$ cat config.mk
export PLATFORM = sky130hd
export DESIGN_NAME = ubx_frame_parser_core
export DESIGN_NICKNAME = d
export VERILOG_FILES = /design/src/rtl/ubxfp_pkg.sv /design/src/rtl/ubx_frame_parser_core.sv
export SDC_FILE = /design/constraint.sdc
export NUM_CORES = 1
export LEC_CHECK = 0
export BUFFER_PORTS_ARGS = -buffer_cell sky130_fd_sc_hd__buf_2
export CORE_UTILIZATION = 50
export CTS_CLUSTER_SIZE = 30
export DETAILED_ROUTE_END_ITERATION = 16
export GPL_ROUTABILITY_DRIVEN = 0
export PLACE_DENSITY = 0.71
export SLEW_MARGIN = 20
export SYNTH_ARGS = -nofsm -noshare
export SYNTH_HDL_FRONTEND = slang
export SYNTH_SLANG_ARGS = --single-unit
$ cat constraint.sdc
create_clock -name clk -period 5 [get_ports clk]
set_input_delay 1.5 -clock clk [delete_from_list [all_inputs] [get_ports clk]]
set_output_delay 1.5 -clock clk [all_outputs]
set_load 0.02 [all_outputs]
$ cat src/rtl/ubxfp_pkg.sv
// shared types, constants and message table for the ubx frame parser
package ubxfp_pkg;

    // sync pair and frame positions
    localparam logic [7:0] SYNC_1       = 8'hB5;
    localparam logic [7:0] SYNC_2       = 8'h62;
    localparam logic [7:0] POS_CLASS    = 8'd2;
    localparam logic [7:0] POS_LEN_LO   = 8'd4;
    localparam logic [7:0] POS_LEN_HI   = 8'd5;
    localparam logic [7:0] POS_PAYLOAD  = 8'd6;
    localparam logic [7:0] TRAILER_SPAN = 8'd7;

    // message classes
    localparam logic [7:0] CLS_NAV = 8'h01;
    localparam logic [7:0] CLS_CFG = 8'h06;

    // message ids
    localparam logic [7:0] ID_NAV_POSLLH = 8'h02;
    localparam logic [7:0] ID_NAV_STATUS = 8'h03;
    localparam logic [7:0] ID_NAV_SOL    = 8'h06;
    localparam logic [7:0] ID_NAV_VELNED = 8'h12;
    localparam logic [7:0] ID_NAV_DOP    = 8'h04;
    localparam logic [7:0] ID_CFG_PRT    = 8'h00;
    localparam logic [7:0] ID_CFG_RATE   = 8'h08;
    localparam logic [7:0] ID_CFG_MSG    = 8'h01;

    // fixed payload lengths
    localparam logic [7:0] LEN_NAV_POSLLH = 8'd28;
    localparam logic [7:0] LEN_NAV_STATUS = 8'd16;
    localparam logic [7:0] LEN_NAV_SOL    = 8'd52;
    localparam logic [7:0] LEN_NAV_VELNED = 8'd36;
    localparam logic [7:0] LEN_NAV_DOP    = 8'd18;
    localparam logic [7:0] LEN_CFG_PRT    = 8'd20;
    localparam logic [7:0] LEN_CFG_RATE   = 8'd6;
    localparam logic [7:0] LEN_CFG_MSG    = 8'd3;

    // event codes
    localparam logic EV_PAYLOAD = 1'b0;
    localparam logic EV_FINISH  = 1'b1;

    typedef enum logic [2:0] {
        KIND_POS     = 3'd0,
        KIND_STATUS  = 3'd1,
        KIND_SOL     = 3'd2,
        KIND_VELNED  = 3'd3,
        KIND_DOP     = 3'd4,
        KIND_CFG_PRT = 3'd5,
        KIND_CFG_RATE = 3'd6,
        KIND_CFG_MSG = 3'd7
    } msg_kind_t;

    typedef struct packed {
        logic       hit;
        msg_kind_t  kind;
        logic [7:0] len;
    } msg_info_t;

    // look up a class/id pair in the known message table
    function automatic msg_info_t lookup_msg(input logic [7:0] cls, input logic [7:0] id);
        msg_info_t info;
        info.hit  = 1'b1;
        info.kind = KIND_POS;
        info.len  = 8'd0;
        if (cls == CLS_NAV) begin
            case (id)
                ID_NAV_POSLLH: begin info.kind = KIND_POS;    info.len = LEN_NAV_POSLLH; end
                ID_NAV_STATUS: begin info.kind = KIND_STATUS; info.len = LEN_NAV_STATUS; end
                ID_NAV_SOL:    begin info.kind = KIND_SOL;    info.len = LEN_NAV_SOL;    end
                ID_NAV_VELNED: begin info.kind = KIND_VELNED; info.len = LEN_NAV_VELNED; end
                ID_NAV_DOP:    begin info.kind = KIND_DOP;    info.len = LEN_NAV_DOP;    end
                default:       info.hit = 1'b0;
            endcase
        end else if (cls == CLS_CFG) begin
            case (id)
                ID_CFG_PRT:  begin info.kind = KIND_CFG_PRT;  info.len = LEN_CFG_PRT;  end
                ID_CFG_RATE: begin info.kind = KIND_CFG_RATE; info.len = LEN_CFG_RATE; end
                ID_CFG_MSG:  begin info.kind = KIND_CFG_MSG;  info.len = LEN_CFG_MSG;  end
                default:     info.hit = 1'b0;
            endcase
        end else begin
            info.hit = 1'b0;
        end
        return info;
    endfunction

endpackage

$ cat src/rtl/ubx_frame_parser_core.sv
// ubx frame parser: sync hunt, header check, payload stream and fletcher-8 check
//
//  channel | signals                                              | direction
//  --------+------------------------------------------------------+----------
//  in      | in_valid, in_stall, byte_in                          | to block
//  out     | out_valid, out_stall, event_res, msg_kind,           | from block
//          | payload_index, payload_byte, checksum_ok             |
//
// one byte per cycle while no result is held; an accepted byte sits in the input
// register and the parser logic writes its result into the result register once
// that register is free, and the result register drives the output channel.
// reset clears the hunt state, sums and both valid flags; the header bytes
// are written before they are read and carry no reset.
// a held result stalls the parser stage, which in turn stalls the input once
// the input register is full; no transaction is lost or repeated.
module ubx_frame_parser_core
    import ubxfp_pkg::*;
(
    input  logic       clk,
    input  logic       rst_n,
    input  logic       in_valid,
    output logic       in_stall,
    input  logic [7:0] byte_in,
    output logic       out_valid,
    input  logic       out_stall,
    output logic       event_res,
    output logic [2:0] msg_kind,
    output logic [5:0] payload_index,
    output logic [7:0] payload_byte,
    output logic       checksum_ok
);

    // input register
    logic       s1_valid_reg;
    logic [7:0] s1_byte_reg;

    // parser state
    logic       in_frame_reg,  in_frame_next;
    logic [7:0] byte_count_reg, byte_count_next;
    logic [7:0] stop_pos_reg,  stop_pos_next;
    msg_kind_t  frame_kind_reg, frame_kind_next;
    logic [7:0] sum_a_reg,     sum_a_next;
    logic [7:0] sum_b_reg,     sum_b_next;
    logic [7:0] hdr_cls_reg,   hdr_cls_next;
    logic [7:0] hdr_id_reg,    hdr_id_next;
    logic [7:0] hdr_len_reg,   hdr_len_next;
    logic       ck_a_ok_reg,   ck_a_ok_next;

    // result register
    logic       out_valid_reg;
    logic       ev_reg;
    logic [2:0] kind_reg;
    logic [5:0] index_reg;
    logic [7:0] pbyte_reg;
    logic       ck_ok_reg;

    // parser outputs for this byte
    logic       emit;
    logic       ev_c;
    logic [5:0] index_c;
    logic [7:0] pbyte_c;
    logic       ck_ok_c;

    logic       out_free;
    logic       fire;
    logic [7:0] cnt_inc;
    logic [8:0] cnt_inc2;
    logic [7:0] add_a;
    logic [7:0] add_b;
    logic [7:0] idx_full;
    msg_info_t  info;

    // handshake between stages
    assign out_free = !out_valid_reg || !out_stall;
    assign fire     = s1_valid_reg && out_free;
    assign in_stall = s1_valid_reg && !out_free;

    // input register
    always_ff @(posedge clk or negedge rst_n)
    begin
        if (!rst_n)
        begin
            s1_valid_reg <= 1'b0;
        end
        else if (!in_stall)
        begin
            s1_valid_reg <= in_valid;
        end
    end

    always_ff @(posedge clk)
    begin
        if (!in_stall && in_valid)
        begin
            s1_byte_reg <= byte_in;
        end
    end

    // helper values
    assign cnt_inc  = byte_count_reg + 8'd1;
    assign cnt_inc2 = {1'b0, cnt_inc} + 9'd1;
    assign add_a    = sum_a_reg + s1_byte_reg;
    assign add_b    = sum_b_reg + add_a;
    assign idx_full = cnt_inc - POS_PAYLOAD;
    assign info     = lookup_msg(hdr_cls_reg, hdr_id_reg);

    // parser next state and result
    always_comb
    begin
        in_frame_next   = in_frame_reg;
        byte_count_next = byte_count_reg;
        stop_pos_next   = stop_pos_reg;
        frame_kind_next = frame_kind_reg;
        sum_a_next      = sum_a_reg;
        sum_b_next      = sum_b_reg;
        hdr_cls_next    = hdr_cls_reg;
        hdr_id_next     = hdr_id_reg;
        hdr_len_next    = hdr_len_reg;
        ck_a_ok_next    = ck_a_ok_reg;
        emit            = 1'b0;
        ev_c            = EV_PAYLOAD;
        index_c         = 6'd0;
        pbyte_c         = 8'd0;
        ck_ok_c         = 1'b0;
        if (!in_frame_reg)
        begin
            // hunting: sync 1 clears the count, sync 2 bumps it
            if (s1_byte_reg == SYNC_1)
            begin
                byte_count_next = 8'd0;
            end
            else if (s1_byte_reg == SYNC_2)
            begin
                byte_count_next = cnt_inc;
                if (cnt_inc == 8'd1)
                begin
                    in_frame_next = 1'b1;
                    sum_a_next    = 8'd0;
                    sum_b_next    = 8'd0;
                end
            end
        end
        else
        begin
            byte_count_next = cnt_inc;
            if (cnt_inc inside {[POS_CLASS:POS_LEN_LO]})
            begin
                // header bytes
                sum_a_next = add_a;
                sum_b_next = add_b;
                case (cnt_inc)
                    POS_CLASS:        hdr_cls_next = s1_byte_reg;
                    POS_LEN_LO:       hdr_len_next = s1_byte_reg;
                    default:          hdr_id_next  = s1_byte_reg;
                endcase
            end
            else if (cnt_inc == POS_LEN_HI)
            begin
                // length check against the table
                sum_a_next = add_a;
                sum_b_next = add_b;
                if (info.hit && hdr_len_reg == info.len && s1_byte_reg == 8'd0)
                begin
                    frame_kind_next = info.kind;
                    stop_pos_next   = info.len + TRAILER_SPAN;
                end
                else
                begin
                    in_frame_next = 1'b0;
                end
            end
            else if (cnt_inc == stop_pos_reg)
            begin
                // second check byte closes the frame
                in_frame_next = 1'b0;
                emit          = 1'b1;
                ev_c          = EV_FINISH;
                ck_ok_c       = ck_a_ok_reg && (s1_byte_reg == sum_b_reg);
            end
            else if (cnt_inc2 == {1'b0, stop_pos_reg})
            begin
                // first check byte
                ck_a_ok_next = (s1_byte_reg == sum_a_reg);
            end
            else if (cnt_inc >= POS_PAYLOAD && cnt_inc2 < {1'b0, stop_pos_reg})
            begin
                // payload byte
                sum_a_next = add_a;
                sum_b_next = add_b;
                emit       = 1'b1;
                ev_c       = EV_PAYLOAD;
                index_c    = idx_full[5:0];
                pbyte_c    = s1_byte_reg;
            end
        end
    end

    // parser state registers
    always_ff @(posedge clk or negedge rst_n)
    begin
        if (!rst_n)
        begin
            in_frame_reg   <= 1'b0;
            byte_count_reg <= 8'd0;
            stop_pos_reg   <= 8'd0;
            frame_kind_reg <= KIND_POS;
            sum_a_reg      <= 8'd0;
            sum_b_reg      <= 8'd0;
            ck_a_ok_reg    <= 1'b0;
        end
        else if (fire)
        begin
            in_frame_reg   <= in_frame_next;
            byte_count_reg <= byte_count_next;
            stop_pos_reg   <= stop_pos_next;
            frame_kind_reg <= frame_kind_next;
            sum_a_reg      <= sum_a_next;
            sum_b_reg      <= sum_b_next;
            ck_a_ok_reg    <= ck_a_ok_next;
        end
    end

    // header bytes, no reset
    always_ff @(posedge clk)
    begin
        if (fire)
        begin
            hdr_cls_reg <= hdr_cls_next;
            hdr_id_reg  <= hdr_id_next;
            hdr_len_reg <= hdr_len_next;
        end
    end

    // result register
    always_ff @(posedge clk or negedge rst_n)
    begin
        if (!rst_n)
        begin
            out_valid_reg <= 1'b0;
        end
        else if (out_free)
        begin
            out_valid_reg <= fire && emit;
        end
    end

    always_ff @(posedge clk)
    begin
        if (fire && emit)
        begin
            ev_reg    <= ev_c;
            kind_reg  <= frame_kind_reg;
            index_reg <= index_c;
            pbyte_reg <= pbyte_c;
            ck_ok_reg <= ck_ok_c;
        end
    end

    assign out_valid     = out_valid_reg;
    assign event_res     = ev_reg;
    assign msg_kind      = kind_reg;
    assign payload_index = index_reg;
    assign payload_byte  = pbyte_reg;
    assign checksum_ok   = ck_ok_reg;

    // count never runs past the stop position inside a frame
    a_count_below_stop: assert property (@(posedge clk) disable iff (!rst_n)
        (in_frame_reg && byte_count_reg >= POS_PAYLOAD) |-> (byte_count_reg < stop_pos_reg))
        else $error("byte count past stop position");

    // a finished frame always returns to hunting
    a_finish_ends_frame: assert property (@(posedge clk) disable iff (!rst_n)
        (fire && emit && ev_c == EV_FINISH) |=> !in_frame_reg)
        else $error("frame still open after finish transaction");

    // stop position only takes a known length plus trailer
    a_stop_known: assert property (@(posedge clk) disable iff (!rst_n)
        (stop_pos_reg == 8'd0) || (stop_pos_reg == 8'd35) || (stop_pos_reg == 8'd23) ||
        (stop_pos_reg == 8'd59) || (stop_pos_reg == 8'd43) || (stop_pos_reg == 8'd25) ||
        (stop_pos_reg == 8'd27) || (stop_pos_reg == 8'd13) || (stop_pos_reg == 8'd10))
        else $error("stop position not from message table");

    // a payload transaction never reports a checksum result
    a_payload_no_ck: assert property (@(posedge clk) disable iff (!rst_n)
        (out_valid_reg && ev_reg == EV_PAYLOAD) |-> !ck_ok_reg)
        else $error("checksum flag set on payload transaction");

endmodule

# Word level (Yosys, flattened, before mapping)

Cells that the tools add are included.

Bits in registers: 90
Bits of input ports: 12
Output and inout port bits: 21
Word-level logic and storage cells: 130

$add $sub $neg: 6
Order comparisons: 4
Equal/unequal tests: 24
Mux-type cells: 40
Bitwise operators: 6
Reduce and logical (&&, ||, !) cells: 32

Operator list:

| kind                                                               | number |
|---|---|
| two-way mux 8 bit                                                  | 18 |
| case mux 11 bit (5 select lines)                                   | 1 |
| equality test 8 x 3 -> 1 bit (second input constant)               | 5 |
| case mux 11 bit (3 select lines)                                   | 1 |
| equality test 8 bit                                                | 4 |
| equality test 8 x 1 -> 1 bit (second input constant)               | 3 |
| equality test 8 x 2 -> 1 bit (second input constant)               | 3 |
| two-way mux 1 bit                                                  | 18 |
| adder 8 bit                                                        | 2 |
| zero test 8 bit                                                    | 2 |
| two-way mux 12 bit                                                 | 1 |
| AND reduction 4 bit                                                | 3 |
| two-way mux 11 bit                                                 | 1 |
| adder 8 x 1 -> 9 bit (second input constant)                       | 1 |
| equality test 9 x 8 -> 1 bit                                       | 1 |
| logical AND 1 bit                                                  | 9 |
| < comparator 9 x 8 -> 1 bit                                        | 1 |
| adder 8 x 1 -> 8 bit (second input constant)                       | 1 |
| adder 8 x 3 -> 8 bit (second input constant)                       | 1 |
| equality test 8 x 4 -> 1 bit (second input constant)               | 1 |
| equality test 8 x 5 -> 1 bit (second input constant)               | 1 |
| equality test 8 x 7 -> 1 bit (second input constant)               | 1 |
| equality test 8 bit (second input constant)                        | 1 |
| greater-or-equal comparator 8 x 2 -> 1 bit (second input constant) | 1 |
| other kinds (20)                                                   | 31 |

# Logic depth before layout (Yosys ltp)

Gate-level depths: netlist of run 1.

Depth in word-level cells: 12
Mapped depth: 17
Mapped depth without buffers: 14

# Worst setup path after synthesis of run 1

No wires, ideal clock.

Path kind: flip-flop to flip-flop
Start point: reg byte_count_reg[0]
End point: reg ck_ok_reg (netlist: checksum_ok) (enable)
Library setup time: 0.427 ns
Data arrival time: 4.626 ns
Required time: 4.573 ns
Slack: -0.054 ns
Cell stages (with the launch flop): 16
Path buffers: 2
Period minus slack after synthesis: 5.054 ns
Path through: dfrtp_1 -> ha_1 -> clkbuf_1 -> xor2_1 -> ha_1 -> nor2b_1 -> o21ai_0 -> nor2_1 -> xnor2_1 -> ha_1 -> a21o_1 -> a21oi_1 -> o21ai_0 -> a311o_1 -> buf_2 -> a211oi_1

Longest elaborated chain between the ends: 11
Elaborated cells on any way between the ends: 18
Classes of those cells: add/sub (2); order compare (4); eq/ne (3); mux (6); reduce/logical (3)

RTL lines:

| what                        | line                         | source |
|---|---|---|
| start: declaration          | ubx_frame_parser_core.sv:39  | `logic [7:0] byte_count_reg, byte_count_next;` |
| start signal: assignment    | ubx_frame_parser_core.sv:214 | `byte_count_reg <= byte_count_next;` |
| adder 8 x 1 -> 8 bit *      | ubx_frame_parser_core.sv:100 | `assign cnt_inc = byte_count_reg + 8'd1;` |
| adder 8 x 1 -> 9 bit        | ubx_frame_parser_core.sv:101 | `assign cnt_inc2 = {1'b0, cnt_inc} + 9'd1;` |
| < comparator 9 x 8 -> 1 bit | ubx_frame_parser_core.sv:185 | `else if (cnt_inc >= POS_PAYLOAD && cnt_inc2 < {1'b0, stop_pos_reg})` |
| logical AND 1 bit           | ubx_frame_parser_core.sv:185 |  |
| two-way mux 1 bit           | ubx_frame_parser_core.sv:185 |  |
| two-way mux 1 bit           | ubx_frame_parser_core.sv:180 | `else if (cnt_inc2 == {1'b0, stop_pos_reg})` |
| two-way mux 1 bit           | ubx_frame_parser_core.sv:172 | `else if (cnt_inc == stop_pos_reg)` |
| two-way mux 1 bit           | ubx_frame_parser_core.sv:157 | `else if (cnt_inc == POS_LEN_HI)` |
| two-way mux 1 bit *         | ubx_frame_parser_core.sv:146 | `if (cnt_inc inside {[POS_CLASS:POS_LEN_LO]})` |
| two-way mux 1 bit *         | ubx_frame_parser_core.sv:125 | `if (!in_frame_reg)` |
| logical AND 1 bit *         | ubx_frame_parser_core.sv:249 | `if (fire && emit)` |
| end signal: assignment      | ubx_frame_parser_core.sv:255 | `ck_ok_reg <= ck_ok_c;` |
| end: declaration            | ubx_frame_parser_core.sv:55  | `logic ck_ok_reg;` |

Mark *: on every way between the ends. The rest lies on a longest branch, timed or not.
A chain may end at the register's enable or synchronous reset.

# Final worst setup path of run 1

Start point: reg byte_count_reg[1]
End point: reg sum_b_reg[4]

Longest elaborated chain between the ends: 6
Elaborated cells on any way between the ends: 20
Classes of those cells: add/sub (2); order compare (4); eq/ne (7); mux (3); reduce/logical (4)

RTL lines:

| what                                    | line                         | source |
|---|---|---|
| adder 8 x 1 -> 8 bit *                  | ubx_frame_parser_core.sv:100 |  |
| adder 8 x 1 -> 9 bit                    | ubx_frame_parser_core.sv:101 |  |
| < comparator 9 x 8 -> 1 bit             | ubx_frame_parser_core.sv:185 |  |
| logical AND 1 bit                       | ubx_frame_parser_core.sv:185 |  |
| != test 4 x 1 -> 1 bit (no source line) | --                           |  |
| AND reduction 7 bit (no source line)    | --                           |  |
| end signal: assignment                  | ubx_frame_parser_core.sv:218 | `sum_b_reg <= sum_b_next;` |
| end: declaration                        | ubx_frame_parser_core.sv:43  | `logic [7:0] sum_b_reg, sum_b_next;` |

Marked as above.

==> flow_summary.json, run 1 <==
{
  "synthToLayoutAreaGrowth_pct": 8.50,
  "cap_violations": 0,
  "timing.fmax_mhz": 219,
  "cts_sinks": 89,
  "placedInstanceArea_mm2": 0.00567,
  "coreArea_mm2": 0.0104,
  "period_minus_slack_ns": 4.56,
  "holdBufCountCts": 0,
  "top_layer": "met4",
  "layout.cells.most_common_list": "edfxtp_1 (51), nand2_1 (47), dfrtp_1 (38)",
  "firstDrtPassIters": 5,
  "clock_latency_ns": 0.37,
  "setup_ws_ns": 0.441,
  "hold_path_end": "msg_kind[2]$_DFFE_PP_",
  "hp-start": "frame_kind_reg[2]$_DFFE_PN0P_",
  "cts_tree": "done",
  "multiInputGateArea_mm2": 0.00269,
  "numCtsBuffers": 9,
  "syn-mean-instance-area_um2": 10.5,
  "fillerInstances": 916,
  "setup_viol": 0,
  "synth_cell_types": 72,
  "final_common_cell": "edfxtp_1",
  "wl_per_cell_um": 17.5,
  "dp_slack_ns": 0.490,
  "grt_max_degree": 39,
  "slew_viol_final": 0,
  "drive_gt1_share_pct": 13.9,
  "tightest_slew_ns": 0.949,
  "ys.flop_type": "edfxtp_1",
  "synth_edf_count": 51,
  "synth-seq-cells": 89,
  "path_clk_slew_ns": 0.09,
  "synthArstFlopShare_pct": 42.7,
  "clock_path_buffers": 2,
  "grt_antenna_before_repair": 0,
  "synth_top_family_by_area": "simple AND/OR/NAND/NOR gates",
  "outcome": "complete, no violations",
  "drt-total-wl_um": 12000,
  "synth_mux_area_share_pct": 3.82,
  "drt-met1-wl_um": 5290,
  "io_buffer_count": 32,
  "viasPerCell": 5.87,
  "postCtsSetupBuffers": 0,
  "final_antenna_net_count": 0,
  "powerDensity_mw_per_mm2": 325,
  "post-synth-top-area-cell": "edfxtp_1",
  "hold_ws_ns": 0.464,
  "grt_pass1_vias": 3806,
  "arrival_ns": 4.81,
  "wl_met2_um": 5900,
  "nets": 584,
  "clock_skew_ns": 0.0141,
  "dieHeight_um": 106,
  "synth_area_mm2": 0.00540,
  "p_leak_uw": 0.00228,
  "hpwlAfterDp_um": 8830,
  "vias": 4016,
  "placed_cells": 668,
  "fin_cells": 684,
  "dieArea_mm2": 0.0112,
  "start_util_pct": 51.9,
  "start_kind": "register",
  "fin_crit_sh_pct": 91.2,
  "rr_worst_depth": 14,
  "synth_cells": 516,
  "rsz0062_at_grt": "false",
  "maxSlewHeadroom_pct": 36.7,
  "fp.dieW_um": 106,
  "initialDrtViolationCount": 265,
  "seqCellArea_mm2": 0.00248,
  "grt_usage_pct": 22.6,
  "synth-simple-area-share_pct": 18.3,
  "htreeDepth": 3,
  "root_buffer": "clkbuf_8",
  "grt_pass1_wl_um": 19500,
  "route.detailed.drc": 0,
  "crit_path_max_fanout": 16,
  "rows": 37,
  "gr-total-overflow": 0,
  "reg2reg_setup_slack_ns": 0.44,
  "cts-resized-gates": 0,
  "fin_tns_setup_ns": 0,
  "r2r_start": "byte_count_reg[1]$_DFFE_PN0P_",
  "synth_compound_area_share_pct": 13.2,
  "crit_path_end_kind": "register",
  "ys_seq_area_share_pct": 46.0,
  "peakVddDrop_mv": 0.277,
  "critical_path_class": "register to register",
  "finalHoldViolCount": 0,
  "holdPathStages": 0,
  "yosys-top-cells-area": "edfxtp_1 (28%), dfrtp_1 (18%), ha_1 (6.3%)",
  "required_ns": 5.25,
  "min_path_type": "register to register",
  "io_pins": 33,
  "final_area_mm2": 0.00586,
  "diodes": 0,
  "r2r_end": "sum_b_reg[4]$_DFFE_PN0P_",
  "ys_warn_count": 0,
  "synth.net_count": 557,
  "synth_top_area_share_pct": 28.4,
  "synthXorXnorAreaFrac_pct": 6.95,
  "met3WireLength_um": 585,
  "synthAdderAreaFrac_pct": 7.37
}
[how the worst max path moves through the flow]
stage	startpoint	to	slack (ns)	depth (start not counted)
2_1_floorplan	byte_count_reg[0]$_DFFE_PN0P_	checksum_ok$_SDFFCE_PP0P_	0.62	15
3_3_place_gp	byte_count_reg[1]$_DFFE_PN0P_	sum_b_reg[4]$_DFFE_PN0P_	0.71	14
3_5_place_dp	byte_count_reg[1]$_DFFE_PN0P_	sum_b_reg[2]$_DFFE_PN0P_	0.49	14
4_1_cts	byte_count_reg[1]$_DFFE_PN0P_	sum_b_reg[2]$_DFFE_PN0P_	0.45	14
5_1_grt	byte_count_reg[1]$_DFFE_PN0P_	sum_b_reg[4]$_DFFE_PN0P_	0.13	14
6_report	byte_count_reg[1]$_DFFE_PN0P_	sum_b_reg[4]$_DFFE_PN0P_	0.44	14
[cell type report]
cell class	instances	area share, %
Multi-Input combinational cell	372	45.9
Sequential cell	89	42.4
Timing Repair Buffer	38	3.50
Tap cell	136	2.90
Clock buffer	10	2.18
Inverter	33	2.11
Clock inverter	6	1.02
[power breakdown]
part / internal [µW] / leakage [µW] / switching, µW
sequential: 818 / 0.000888 / 56.2
combinational: 237 / 0.00130 / 310
clock: 229 / 0.0000937 / 256
[metrics by stage]
stage               utilization (%)  total power [µW]
floorplan                         -              1310
global route                   56.3              2020
global placement               54.4              1410
detailed placement             54.4              1430
finish                         56.3              1910
CTS                            56.2              1920
[critical path: stages, from the launching register on]
cell	delay [ns]
dfrtp_1	0.54
ha_1	0.41
xor2_1	0.38
ha_1	0.29
nor2b_1	0.21
o21ai_0	0.18
nor2_1	0.15
xnor2_1	0.14
ha_1	0.27
a21o_1	0.16
a21oi_1	0.13
o21ai_0	0.12
a311o_1	0.47
o21a_1	0.53
o41ai_1	0.45
[logic make-up after synthesis]
| family | Yosys count |
|---|---|
| AOI/OAI and AO/OA | 101 |
| xor gates and xnor gates | 42 |
| adders and majority gates | 31 |
| buffers and inverters | 55 |
| DFF | 89 |
| muxes | 20 |
| and+or+nand+nor | 178 |
[cell usage after synthesis, types with 4 or more instances]
cell type and number:
nand2_1 47, mux2_2 4, o211ai_1 11, buf_2 9
ha_1 27, nand4_1 10, xor2_1 14, nor3_1 12
nor4_1 7, and3_1 5, clkbuf_1 8, o21ai_0 24
xnor2_1 27, dfrtp_1 38, o41ai_1 5, nand2b_1 8
a31o_2 4, a21o_1 6, or3_1 4, inv_1 33
edfxtp_1 51, mux2i_1 15, nand3_1 14, nor2b_1 7
nor2_1 24, a21boi_0 4, and2_1 17, a21oi_1 14
[routing by layer]
layer / global-route usage [%] / up-vias
met5: 0 / -
met2: 37.0 / 108
met1: 29.3 / 1953
met3: 5.21 / 20
met4: 8.23 / 0
li1: - / 1935
Note: power is estimated with default switching activity, not from simulation.
==> run 2: changes to the inputs <==
--- a/config.mk
+++ b/config.mk
@@ -6,6 +6,7 @@
 export NUM_CORES = 1
 export LEC_CHECK = 0
 export BUFFER_PORTS_ARGS = -buffer_cell sky130_fd_sc_hd__buf_2
+export CORE_ASPECT_RATIO = 2
 export CORE_UTILIZATION = 50
 export CTS_CLUSTER_SIZE = 30
 export DETAILED_ROUTE_END_ITERATION = 16
==> run 2 against run 1 <==
  * Die area up 0.23%
  * Combinational power up 3%
  * First-iteration DRC count down 14%
  * Clock skew down 0.0052 ns
  * Register-to-register slack better by 0.06 ns
  * Setup slack better by 0.057 ns
  * Via count up 2.4%
  * Count of clock-buffer cells in the layout down 1
  * Cell area up 1.8%
  * Critical path type unchanged
  * Largest cell class unchanged
==> flow_summary.json, run 2 (synthesis gave the netlist of run 1 again) <==
{
  "outcome": "complete, no violations",
  "start_util_pct": 51.6,
  "grt_usage_pct": 25.1,
  "dieHeight_um": 149,
  "crit_family": "compound AO/OA/AOI/OAI gates",
  "hpwlAfterDp_um": 9680,
  "arrival_ns": 4.52,
  "clock_skew_ns": 0.00888,
  "io_pins": 33,
  "viasPerCell": 6.02,
  "period_minus_slack_ns": 4.50,
  "grt_antenna_before_repair": 0,
  "gr-total-overflow": 0,
  "switching_power_uw": 714,
  "crit_path_max_fanout": 20,
  "p_seq_share_pct": 41.3,
  "critPathSlowestCell": "dfrtp_1",
  "hp-start": "frame_kind_reg[1]$_DFFE_PN0P_",
  "powerDensity_mw_per_mm2": 356,
  "synthToLayoutAreaGrowth_pct": 10.5,
  "placed_cells": 667,
  "drt-total-wl_um": 12800,
  "final_antenna_net_count": 0,
  "r2r_start": "byte_count_reg[0]$_DFFE_PN0P_",
  "dp_slack_ns": 0.397,
  "initialDrtViolationCount": 227,
  "slew_viol_final": 0,
  "setup_ws_ns": 0.498,
  "combPwrFrac_pct": 26.5,
  "slowest_delay_ns": 0.62,
  "finalHoldViolCount": 0,
  "start_kind": "register",
  "cts_sinks": 89,
  "timing.fmax_mhz": 222,
  "postCtsSetupBuffers": 0,
  "route.detailed.drc": 0,
  "peakVddDrop_mv": 0.293,
  "diodes": 0,
  "fin_crit_sh_pct": 90.0,
  "p_leak_uw": 0.00233,
  "io_buffer_count": 32,
  "rsz0062_at_grt": "false",
  "fin_cells": 683,
  "tightest_slew_ns": 0.929,
  "vias": 4112,
  "maxSlewHeadroom_pct": 38.1,
  "numCtsBuffers": 9,
  "critical_path_class": "register to register",
  "cp_num_buf_inv": 1,
  "clock_path_buffers": 2,
  "nets": 582,
  "cap_violations": 0,
  "grt_max_degree": 39,
  "crit_path_end_kind": "register",
  "fp.dieW_um": 75.5,
  "cp_cell_sequence": "ha_1, xor2_1, ha_1, nor2b_1, o21ai_0, nor2_1, xnor2_1, ha_1, a21o_1, a21oi_1, o21ai_0, a311o_1, a211oi_4, buf_4",
  "fin_tns_setup_ns": 0,
  "power_frac_clock_pct": 32.3,
  "cpMostUsedCell": "ha_1",
  "layout.cells.most_common_list": "edfxtp_1 (51), nand2_1 (47), dfrtp_1 (38)",
  "dieArea_mm2": 0.0112,
  "drive_gt1_share_pct": 13.9,
  "required_ns": 5.02,
  "cts_tree": "done",
  "wl_per_cell_um": 18.8,
  "rows": 53,
  "htreeDepth": 3,
  "setup_viol": 0,
  "min_path_type": "register to register",
  "path_clk_slew_ns": 0.08,
  "clock_latency_ns": 0.35,
  "firstDrtPassIters": 4,
  "switching_share_pct": 33.6,
  "crit_path_start": "byte_count_reg[0]$_DFFE_PN0P_",
  "grt_pass1_vias": 4164,
  "coreArea_mm2": 0.0105,
  "root_buffer": "clkbuf_16",
  "final_common_cell": "edfxtp_1",
  "grt_pass1_wl_um": 20500,
  "p_int_uw": 1410
}
## run 2: changes by cell type in the layout (fill, tap and decap cells not counted), moves of 2 or more
cell,change
clkbuf_8,-9
clkinv_2,-2
clkbuf_16,+9
buf_4,-2
inv_8,+4
## run 2: final timing paths
path / end / slack, ns / cells after the start
max: payload_index[0]$_SDFFCE_PP0P_ / 0.50 / 14
min: msg_kind[1]$_DFFE_PP_ / 0.45 / 0
max reg2reg: payload_index[0]$_SDFFCE_PP0P_ / 0.50 / 14
min reg2reg: msg_kind[1]$_DFFE_PP_ / 0.45 / 0
max in group asynchronous: stop_pos_reg[0]$_DFFE_PN0P_ / 3.12 / 1
min in group asynchronous: byte_count_reg[6]$_DFFE_PN0P_ / 1.28 / 1
## run 2: power by group through the flow
stage	registers (µW)	logic, µW	clock network [µW]
finish	876	562	685
global route	882	625	719
CTS	875	565	700
detailed placement	891	560	0
global placement	889	542	0
floorplan	865	441	0
## run 2: repair_timing
item	CTS	global route
endpoints found under the setup margin	0	1
hold buffers	0	0
gates resized for setup	0	1
## run 2: cell type report
type,count,area (µm²)
sequential,89,2480
fill,924,4510
tap,137,171
multi-input combinational,372,2700
timing repair buffer,36,190
clock inverter,7,78.8
inverter,33,124
clock buffer,9,225
## run 2: worst register-to-register path, stage by stage (launching register included)
cell and delay [ns]:
dfrtp_1 0.62, ha_1 0.42, xor2_1 0.40, ha_1 0.31
nor2b_1 0.20, o21ai_0 0.17, nor2_1 0.16, xnor2_1 0.15
ha_1 0.27, a21o_1 0.15, a21oi_1 0.13, o21ai_0 0.09
a311o_1 0.48, a211oi_4 0.29, buf_4 0.33
## run 2: metal layers
metal | vias to the layer above | track usage, % | share of wire, %
met5 | - | 0 | 0
met3 | 45 | 3.58 | 2.6
met4 | 0 | 17.2 | 6.3
met2 | 121 | 45.0 | 56
met1 | 2005 | 25.3 | 36
li1 | 1941 | - | -
## run 2: through the flow
stage               area [µm²]  hold WS (ns)  total power (µW)  utilization, %
floorplan                 5410         0.421              1310               -
global placement          5660         0.432              1430            54.0
detailed placement        5660         0.434              1450            54.0
CTS                       5970         0.452              2140            56.9
global route              5970         0.463              2230            57.0
finish                    5970         0.449              2120            57.0
==> run 3: changes to the inputs <==
--- a/config.mk
+++ b/config.mk
@@ -5,12 +5,11 @@
 export SDC_FILE = /design/constraint.sdc
 export NUM_CORES = 1
 export LEC_CHECK = 0
-export BUFFER_PORTS_ARGS = -buffer_cell sky130_fd_sc_hd__buf_2
+export BUFFER_PORTS_ARGS = -buffer_cell sky130_fd_sc_hd__clkbuf_2
 export CORE_ASPECT_RATIO = 2
 export CORE_UTILIZATION = 50
 export CTS_CLUSTER_SIZE = 30
 export DETAILED_ROUTE_END_ITERATION = 16
-export GPL_ROUTABILITY_DRIVEN = 0
 export PLACE_DENSITY = 0.71
 export SLEW_MARGIN = 20
 export SYNTH_ARGS = -nofsm -noshare
==> run 3 against run 2 <==
  * Sequential share of layout area stayed put
  * Total power is 0.91% higher
  * Clock power is 1% higher
  * First-iteration DRC count is 26% higher
  * Cell count stayed put
  * Combinational power is 2% higher
  * Sequential power hardly changed
  * Critical path depth stayed put
  * Count of clock-buffer cells in the layout stayed put
  * Setup slack worse by 0.10 ns
  * Highest routed layer unchanged
==> flow_summary.json, run 3 (synthesis gave the netlist of run 1 again) <==
{
  "outcome": "complete, no violations",
  "final_common_cell": "edfxtp_1",
  "synthToLayoutAreaGrowth_pct": 10.5,
  "root_buffer": "clkbuf_16",
  "arrival_ns": 4.85,
  "grt_pass1_vias": 4215,
  "fin_crit_sh_pct": 92.1,
  "crit_path_max_fanout": 16,
  "vias": 4136,
  "met3WireLength_um": 412,
  "drive_gt1_share_pct": 13.9,
  "cpMostUsedCell": "ha_1",
  "dieArea_mm2": 0.0112,
  "critical_path_class": "register to register",
  "peakVddDrop_mv": 0.355,
  "period_minus_slack_ns": 4.61,
  "start_kind": "register",
  "grt_antenna_before_repair": 0,
  "min_path_type": "register to register",
  "maxSlewHeadroom_pct": 36.6,
  "firstDrtPassIters": 5,
  "multiInputGateArea_mm2": 0.00270,
  "dp_slack_ns": 0.332,
  "postCtsSetupBuffers": 0,
  "setup_viol": 0,
  "placed_cells": 667,
  "grt_pass1_wl_um": 21400,
  "cap_violations": 0,
  "numCtsBuffers": 9,
  "final_antenna_net_count": 0,
  "coreArea_mm2": 0.0105,
  "cts_tree": "done",
  "drt-total-wl_um": 13300,
  "grt_usage_pct": 25.9,
  "fin_cells": 683,
  "nets": 582,
  "layout.cells.most_common_list": "edfxtp_1 (51), nand2_1 (47), dfrtp_1 (38)",
  "top_layer": "met4",
  "hpwlAfterDp_um": 10000,
  "tightest_slew_ns": 0.950,
  "fillerInstances": 960,
  "cp_cell_sequence": "ha_1, xor2_1, ha_1, nor2b_1, o21ai_0, nor2_1, xnor2_1, ha_1, a21o_1, a21oi_1, o21ai_0, a311o_1, o21a_2, o41ai_1",
  "start_util_pct": 51.6,
  "slew_viol_final": 0,
  "io_pins": 33,
  "timing.fmax_mhz": 217,
  "wl_met2_um": 7390,
  "rows": 53,
  "powerDensity_mw_per_mm2": 359,
  "diodes": 0,
  "hold_ws_ns": 0.451,
  "htreeDepth": 3,
  "initialDrtViolationCount": 285,
  "clock_skew_ns": 0.00690,
  "critPathSlowestCell": "dfrtp_1",
  "fin_tns_setup_ns": 0,
  "cts_sinks": 89,
  "route.detailed.drc": 0,
  "grt_max_degree": 39,
  "clock_latency_ns": 0.35,
  "path_clk_slew_ns": 0.07,
  "rsz0062_at_grt": "false",
  "setup_ws_ns": 0.395,
  "dieHeight_um": 149,
  "fp.dieW_um": 75.5,
  "wl_per_cell_um": 19.5,
  "gr-total-overflow": 0,
  "finalHoldViolCount": 0,
  "total_power_uw": 2140,
  "crit_path_end_kind": "register",
  "required_ns": 5.24,
  "viasPerCell": 6.06,
  "drt-met1-wl_um": 4740,
  "p_leak_uw": 0.00235,
  "globalplace.congestion": 0.900,
  "seqCellArea_mm2": 0.00248,
  "slowest_delay_ns": 0.65,
  "clock_path_buffers": 2,
  "io_buffer_count": 32
}
[run 3: changes by cell type in the layout (fill, tap and decap cells not counted)]
cell      previous run  this run
buf_2               32         1
clkbuf_2             0        31
inv_8                4         1
inv_6                1         3
clkinv_8             1         2
[run 3: path summary, 6_finish.rpt]
path	startpoint	to	slack, ns	cells past startpoint
max in group asynchronous	rst_n	stop_pos_reg[3]$_DFFE_PN0P_	3.11	1
setup / recovery	byte_count_reg[0]$_DFFE_PN0P_	sum_b_reg[2]$_DFFE_PN0P_	0.39	14
hold / removal	frame_kind_reg[1]$_DFFE_PN0P_	msg_kind[1]$_DFFE_PP_	0.45	0
hold reg to reg	frame_kind_reg[1]$_DFFE_PN0P_	msg_kind[1]$_DFFE_PP_	0.45	0
setup reg to reg	byte_count_reg[0]$_DFFE_PN0P_	sum_b_reg[2]$_DFFE_PN0P_	0.39	14
min in group asynchronous	rst_n	byte_count_reg[5]$_DFFE_PN0P_	1.27	1
[run 3: timing repair]
item,CTS,global route
resized for setup,0,1
endpoints found under the setup margin,0,11
hold buffers,0,0
hold endpoints to repair,0,0
[run 3: final cells by class]
type | count | area share [%]
clock inverter | 7 | 1.32
inverter | 33 | 2.08
sequential | 89 | 41.6
tap | 137 | 2.87
timing repair buffer | 36 | 3.19
multi-input combinational | 372 | 45.2
clock buffer | 9 | 3.77
[run 3: power breakdown]
group	total (µW)	switching, µW	internal [µW]	leakage (µW)
Sequential	878	60.1	818	0.000888
Combinational	572	339	233	0.00131
Clock	692	337	356	0.000148
[run 3: critical path: cells and delay by family, from the launching register on]
family,cells,cell delay (ns)
AOI/OAI and AO/OA,7,1.88
and+or+nand+nor,2,0.36
xor gates and xnor gates,2,0.57
DFF,1,0.65
adders and majority gates,3,1.01
[run 3: through the flow]
step	instance area, µm²	util [%]
2_1_floorplan	5410	-
3_3_place_gp	5660	54.0
3_5_place_dp	5660	54.0
4_1_cts	5970	56.9
5_1_grt	5970	57.0
6_report	5970	57.0
[run 3: per-layer routing]
layer / global-route usage, % / vias to the layer above
met3: 3.78 / 48
met1: 27.3 / 2028
li1: - / 1931
met2: 45.9 / 129
met4: 16.9 / 0
met5: 0 / -
